==> src/rtl/core/aws_pkg.sv <==
// ----------------------------------------------------------------------------
// Ascending word sorter package
// Shared word width and the control bundle that the top level broadcasts to
// every cell of the insertion chain.
// ----------------------------------------------------------------------------
package aws_pkg;

    localparam int WORD_W = 16;

    typedef logic [WORD_W-1:0] word_t;

    typedef struct packed {
        logic  ins;
        logic  shift;
        word_t word;
    } cell_ctrl_t;

endpackage

==> src/rtl/core/aws_cell.sv <==
// ----------------------------------------------------------------------------
// Ascending word sorter cell
// One slot of the insertion chain. It holds a word in sorted position and a
// word in arrival position, takes its left neighbor's word when a smaller new
// word pushes the row right, and takes its right neighbor's words while the
// row drains toward the output.
// ----------------------------------------------------------------------------
module aws_cell
    import aws_pkg::*;
(
    input  logic       clk,
    input  logic       rst_n,
    input  cell_ctrl_t ctrl,
    input  logic       prev_take,
    input  logic       prev_valid,
    input  word_t      prev_sval,
    input  logic       next_valid,
    input  word_t      next_sval,
    input  word_t      next_aval,
    output logic       take,
    output logic       valid,
    output word_t      sval,
    output word_t      aval
);

    logic  valid_reg;
    word_t sval_reg;
    word_t aval_reg;

    assign take  = !valid_reg || (sval_reg > ctrl.word);
    assign valid = valid_reg;
    assign sval  = sval_reg;
    assign aval  = aval_reg;

    always_ff @(posedge clk or negedge rst_n)
    begin
        if (!rst_n)
        begin
            valid_reg <= 1'b0;
        end
        else if (ctrl.ins)
        begin
            valid_reg <= valid_reg | prev_valid;
        end
        else if (ctrl.shift)
        begin
            valid_reg <= next_valid;
        end
    end

    always_ff @(posedge clk)
    begin
        if (ctrl.ins)
        begin
            if (take)
            begin
                sval_reg <= prev_take ? prev_sval : ctrl.word;
            end
            if (!valid_reg)
            begin
                aval_reg <= ctrl.word;
            end
        end
        else if (ctrl.shift)
        begin
            sval_reg <= next_sval;
            aval_reg <= next_aval;
        end
    end

endmodule

==> src/rtl/core/ascending_word_sorter_unit.sv <==
// ----------------------------------------------------------------------------
// Ascending word sorter
// Collects a run of 16-bit words and returns them in ascending order, or in
// arrival order when sorting is disabled.
// ----------------------------------------------------------------------------
// Words enter on the s_ channel, one transaction per word, the last word of a
// run marked by s_tlast. Each word is inserted into a row of MAX_ELEMENTS
// cells as it arrives, so a run loads at one word per cycle. Words that arrive
// while all cells are occupied are dropped and the run is flagged.
// The cycle after the last word is accepted, the first result is offered on
// the m_ channel. The row then drains one word per accepted transaction from
// cell 0; s_tready stays low until the final result (m_tlast) is taken.
// m_tuser is the overflow flag and is the same on every result of the run.
// While the receiver holds m_tready low the row keeps its contents and the
// offered result is unchanged.
// cfg_data writes the sort enable (1 sorts, 0 keeps arrival order); the value
// held when the last word arrives applies to that run. cfg_ready is always
// high. Reset empties the row, clears the overflow flag and sets sort enable.
// ----------------------------------------------------------------------------
module ascending_word_sorter_unit
    import aws_pkg::*;
#(
    parameter int MAX_ELEMENTS = 32
)
(
    input  logic              clk,
    input  logic              rst_n,
    input  logic              cfg_valid,
    output logic              cfg_ready,
    input  logic [0:0]        cfg_data,   // sort_enable
    input  logic              s_tvalid,
    output logic              s_tready,
    input  logic [WORD_W-1:0] s_tdata,    // word_value
    input  logic              s_tlast,    // is_last
    output logic              m_tvalid,
    input  logic              m_tready,
    output logic [WORD_W-1:0] m_tdata,    // sorted_value
    output logic              m_tlast,    // is_final
    output logic [0:0]        m_tuser     // overflowed
);

    localparam logic ST_LOAD  = 1'b0;
    localparam logic ST_DRAIN = 1'b1;

    logic       state_reg;
    logic       state_next;
    logic       sort_en_reg;
    logic       mode_reg;
    logic       ovf_reg;
    logic       ovf_next;
    logic       in_fire;
    logic       out_fire;
    cell_ctrl_t ctrl;

    logic [MAX_ELEMENTS-1:0] take;
    logic [MAX_ELEMENTS-1:0] valid;
    word_t                   sval [MAX_ELEMENTS];
    word_t                   aval [MAX_ELEMENTS];

    assign cfg_ready = 1'b1;
    assign s_tready  = (state_reg == ST_LOAD);
    assign m_tvalid  = (state_reg == ST_DRAIN);
    assign in_fire   = s_tvalid && s_tready;
    assign out_fire  = m_tvalid && m_tready;

    assign ctrl.ins   = in_fire && !valid[MAX_ELEMENTS-1];
    assign ctrl.shift = out_fire;
    assign ctrl.word  = s_tdata;

    assign m_tdata    = mode_reg ? sval[0] : aval[0];
    assign m_tlast    = !valid[1];
    assign m_tuser    = ovf_reg;

    genvar gi;
    generate
        for (gi = 0; gi < MAX_ELEMENTS; gi++)
        begin : g_cell
            logic  prev_take;
            logic  prev_valid;
            word_t prev_sval;
            logic  next_valid;
            word_t next_sval;
            word_t next_aval;

            if (gi == 0)
            begin : g_head
                assign prev_take  = 1'b0;
                assign prev_valid = 1'b1;
                assign prev_sval  = '0;
            end
            else
            begin : g_body
                assign prev_take  = take[gi-1];
                assign prev_valid = valid[gi-1];
                assign prev_sval  = sval[gi-1];
            end

            if (gi == MAX_ELEMENTS - 1)
            begin : g_tail
                assign next_valid = 1'b0;
                assign next_sval  = '0;
                assign next_aval  = '0;
            end
            else
            begin : g_inner
                assign next_valid = valid[gi+1];
                assign next_sval  = sval[gi+1];
                assign next_aval  = aval[gi+1];
            end

            aws_cell u_cell (
                .clk        (clk),
                .rst_n      (rst_n),
                .ctrl       (ctrl),
                .prev_take  (prev_take),
                .prev_valid (prev_valid),
                .prev_sval  (prev_sval),
                .next_valid (next_valid),
                .next_sval  (next_sval),
                .next_aval  (next_aval),
                .take       (take[gi]),
                .valid      (valid[gi]),
                .sval       (sval[gi]),
                .aval       (aval[gi])
            );
        end
    endgenerate

    always_comb
    begin
        state_next = state_reg;
        ovf_next   = ovf_reg;
        unique case (state_reg)
            ST_LOAD:
            begin
                if (in_fire)
                begin
                    if (valid[MAX_ELEMENTS-1])
                    begin
                        ovf_next = 1'b1;
                    end
                    if (s_tlast)
                    begin
                        state_next = ST_DRAIN;
                    end
                end
            end
            ST_DRAIN:
            begin
                if (out_fire && m_tlast)
                begin
                    state_next = ST_LOAD;
                    ovf_next   = 1'b0;
                end
            end
            default:
            begin
                state_next = ST_LOAD;
            end
        endcase
    end

    always_ff @(posedge clk or negedge rst_n)
    begin
        if (!rst_n)
        begin
            state_reg   <= ST_LOAD;
            ovf_reg     <= 1'b0;
            sort_en_reg <= 1'b1;
            mode_reg    <= 1'b1;
        end
        else
        begin
            state_reg <= state_next;
            ovf_reg   <= ovf_next;
            if (cfg_valid && cfg_ready)
            begin
                sort_en_reg <= cfg_data[0];
            end
            if (in_fire && s_tlast)
            begin
                mode_reg <= sort_en_reg;
            end
        end
    end

endmodule

==> config.mk <==
export PLATFORM = sky130hd
export DESIGN_NAME = ascending_word_sorter_unit
export DESIGN_NICKNAME = d
export VERILOG_FILES = /design/src/rtl/core/aws_pkg.sv /design/src/rtl/core/aws_cell.sv /design/src/rtl/core/ascending_word_sorter_unit.sv
export SDC_FILE = /design/constraint.sdc
export NUM_CORES = 2
export LEC_CHECK = 0
export ABC_AREA = 1
export BUFFER_PORTS_ARGS = -buffer_cell sky130_fd_sc_hd__buf_2
export CAP_MARGIN = 10
export CORE_AREA = 2 2 455 457
export DETAILED_ROUTE_END_ITERATION = 10
export DIE_AREA = 0 0 457 459
export GPL_ROUTABILITY_DRIVEN = 0
export SYNTH_ARGS = -nofsm -noshare
export SYNTH_HDL_FRONTEND = slang
export SYNTH_SLANG_ARGS = --single-unit
==> constraint.sdc <==
create_clock -name clk -period 5.4 [get_ports clk]
set_input_delay 0.54 -clock clk [delete_from_list [all_inputs] [get_ports clk]]
set_output_delay 0.54 -clock clk [all_outputs]
set_load 0.01 [all_outputs]
==> reports/summary.log <==
[timing] final worst hold slack 68.2 ps
[pwr] switching power 8.67 mW
[critical_path] worst endpoint required time 5980 ps
[drt] DRT antenna net count 0
[timing] RSZ-0062 raised after global routing no
[synth] share of flip-flops with an asynchronous set or reset after synthesis 3.40%
[layout] Register Area 31,700 um^2
[grt] maximum number of pins on one net before global-route repair 225
[synth] number of enable flip-flop cells after synthesis 1,024
[pwr] internal power contribution 17.2 mW
[worst_hold_path] kind of path behind the tightest hold check primary input to flop
[pwr] fraction of power consumed by combinational cells 23.2%
[synth] Seq cells post-synth 1,060
[pwr] power density over cell area 381 nW/um^2
[grt] vias in the first global route 47,800
[pwr] Max IR drop VDD 0.270 mV
[synth] share of synthesized area occupied by flip-flops and latches 51.7%
[critical_path] list of cells traversed by the critical path nor2_8 -> inv_16 -> buf_4 -> buf_4 -> nand2_1 -> nand2_1
[layout] share of final-layout standard cells stronger than drive strength 1 5.57%
[synth] Cells after Synth 7,379
[synth] average cell area after synthesis 8.29 um^2
[timing] Fin Clk Skew 122 ps
[clock_network] H-Tree Level Count 3
[timing] Hold Violations, Final 0
[pwr] switching part of the total power 33.5%
[critical_path] endpoint type of the worst setup path flop
[clock_network] CTS-repair resized insts 0
[critical_path] critical path's slowest cell sky130_fd_sc_hd__buf_4
[floorplanning] floorplan die area 210,000 um^2
[grt] total routing usage reported by global routing 16.8%
[status] status complete, no violations
[drt] total via count after detailed routing 48,800
[layout] fill cell count 21,400
[critical_path] family with the most delay on the worst path buffers and inverters
[clock_network] later-pin clock latency in the skew report 810 ps
[floorplanning] IO Count 44
[critical_path] number of buffers and inverters on the critical path 3
[synth] primary flip-flop cell chosen by synthesis mapping sky130_fd_sc_hd__edfxtp_1
[critical_path] critical path's largest stage delay 1010 ps
[pwr] clock power share 30.6%
[drt] Post-Route WL 179,000 um
[floorplanning] initial cell density of the core 29.8%
[timing] Tightest Pin Transition 1270 ps
[timing] final critical-path required period 4100 ps
[floorplanning] number of rows in the core area 167
[clock_network] maximum buffer depth of the clock tree 3
[layout] area taken by multi-input logic gates 25,400 um^2
[pwr] Lkg Pwr 36.3 nW
[placed_design] I/O Buffers 42
[synth] cell area after technology mapping 61,200 um^2
[layout] most used cells in the layout excluding fill and tap cells sky130_fd_sc_hd__nand2_1 (4,035), sky130_fd_sc_hd__edfxtp_1 (1,024), sky130_fd_sc_hd__inv_1 (678)
[drt] Starting DRT DRC Count 4,659
[placed_design] sum of net half-perimeters after detailed placement 118,000 um
[timing] maximum achievable frequency 0.244 GHz
[clock_network] cts bufs inserted 116
[synth] Warnings, synthesis 0
[timing] final setup violation count 0
[grt] grt total ovfl 0
[drt] average detailed-routed wire length per instance 17.7 um
[clock_network] number of clock sinks 1,060
[critical_path] signal arrival time at the worst endpoint 4670 ps
[floorplanning] die width 457 um
[layout] number of nets at the end of the flow 7,855
[critical_path] largest fanout on the critical path 224
[layout] most frequent standard cell in the layout excluding fill and tap cells sky130_fd_sc_hd__nand2_1
[floorplanning] Floorplan Core Area 206,000 um^2
[pwr] power share of the sequential group 46.2%
[clock_network] buffer cell driving the clock tree root sky130_fd_sc_hd__clkbuf_16
[timing] Tcrit/Tclk final 75.9%
[synth] Post-Syn Nets 7,898
[clock_network] Clock transition at path regs 60 ps
[timing] remaining max-slew budget at the tightest pin 15.1%
[timing] Total Negative Setup Slacks 0 ps
[timing] number of slew-limit violations in the final report 0
[layout] synth-to-layout area growth 10.9%
[drt] remaining design rule violation count 0
[grt] initial antenna violation count 3
[grt] first-pass GRT wire length 278,000 um
[clock_network] clock tree from TritonCTS done
[drt] detailed-router iteration count before antenna repair 6
[flow_run] maxcap violations 0
[drt] detailed-route vias per instance 4.81
[critical_path] Setup CP Type flop to flop
[floorplanning] overall die height 459 um
[synth] Netlist cell types 30
[critical_path] critical path startpoint category flop
[final cells by class]
class	instances	share of cell area [%]
clock buffers	151	4.51
diodes	1	0.00369
clock inverters	65	0.929
well taps	2704	4.98
inverters	711	3.98
multi-input cells	5307	37.4
repair buffers	140	1.61
flip-flops and latches	1060	46.6
[synth_stat cells (2+ instances only)]
cell type                  count  area share [%]
sky130_fd_sc_hd__o21ai_0      74            0.61
sky130_fd_sc_hd__nand2_2      64            0.65
sky130_fd_sc_hd__edfxtp_1   1024              50
sky130_fd_sc_hd__o21ai_1      40            0.33
sky130_fd_sc_hd__dfrtp_1      34             1.4
sky130_fd_sc_hd__nor3_1       14            0.11
sky130_fd_sc_hd__inv_2        17            0.10
sky130_fd_sc_hd__inv_1       693             4.2
sky130_fd_sc_hd__buf_4        14            0.17
sky130_fd_sc_hd__a21o_1       30            0.37
sky130_fd_sc_hd__a21oi_1     202             1.7
sky130_fd_sc_hd__buf_6         7            0.13
sky130_fd_sc_hd__a22oi_1      29            0.36
sky130_fd_sc_hd__nand3_1      82            0.67
sky130_fd_sc_hd__clkbuf_1     38            0.23
sky130_fd_sc_hd__nand4_1      24            0.25
sky130_fd_sc_hd__nand2_1    4036              25
sky130_fd_sc_hd__dfstp_2       2           0.086
sky130_fd_sc_hd__ha_1        496              10
sky130_fd_sc_hd__nor2_1      195             1.2
sky130_fd_sc_hd__buf_2       226             1.8
sky130_fd_sc_hd__nor2_4       15            0.28
sky130_fd_sc_hd__buf_1        16           0.098
[kinds of logic after synthesis]
family | count (synthesis) | synth area share, %
AOI/OAI and AO/OA | 379 | 3.35
adders and majority gates | 496 | 10.1
buffers and inverters | 1012 | 6.84
DFF | 1060 | 51.7
other | 1 | 0.00613
and+or+nand+nor | 4431 | 27.9
[repair_timing]
action | 4_1_cts | 5_1_grt
setup buffers | 0 | 0
hold endpoints to repair | 33 | 0
hold buffers | 3 | 0
[layer usage]
metal  up-vias  GRT usage, %  wire length [um]  share of wire (%)
met5         -             0                 0                  0
met4         0          5.77              5860                3.3
met2      1719          27.4             81800                 46
li1      23300             -                 -                  -
met1     23400          22.9             79600                 44
met3       341          2.07             12100                6.7
[tightest hold or removal path: stages]
cell and delay (ps):
sky130_fd_sc_hd__buf_2 100, sky130_fd_sc_hd__nand3_1 100, sky130_fd_sc_hd__o21ai_0 80
[metrics by stage]
step                      std cells  power [mW]  setup slack [ps]  instance area (um^2)  util, %
after global placement         9919        17.9              1160                 64200     31.2
after global routing          10100        27.3              1120                 67900     33.0
after CTS                     10100        26.0              1460                 67900     33.0
final                         10100        25.9              1300                 67900     33.0
after detailed placement       9919        18.1              1120                 64200     31.2
after floorplan                7379        16.0              1570                 61200        -
[power groups by stage]
stage          Clock, mW  Combinational (mW)  Sequential [mW]
2_1_floorplan          0                4.39             11.6
3_3_place_gp           0                5.80             12.1
3_5_place_dp           0                5.97             12.1
4_1_cts             8.02                6.02             11.9
5_1_grt             8.33                6.93             12.1
6_report            7.92                6.02             12.0
[final timing paths]
check	to	cells past startpoint	start	slack, ps
max in group asynchronous	g_cell[29].u_cell.valid	2	rst_n	4230
setup reg to reg	g_cell[30].u_cell.aval[12]	6	g_cell[31].u_cell.valid	1300
hold / removal	mode_reg	3	s_tlast	70
min in group asynchronous	g_cell[4].u_cell.valid	2	rst_n	450
setup / recovery	g_cell[30].u_cell.aval[12]	6	g_cell[31].u_cell.valid	1300
hold reg to reg	g_cell[19].u_cell.aval[1]	2	g_cell[20].u_cell.aval[1]	430
Power figures use the tool's default switching activity.
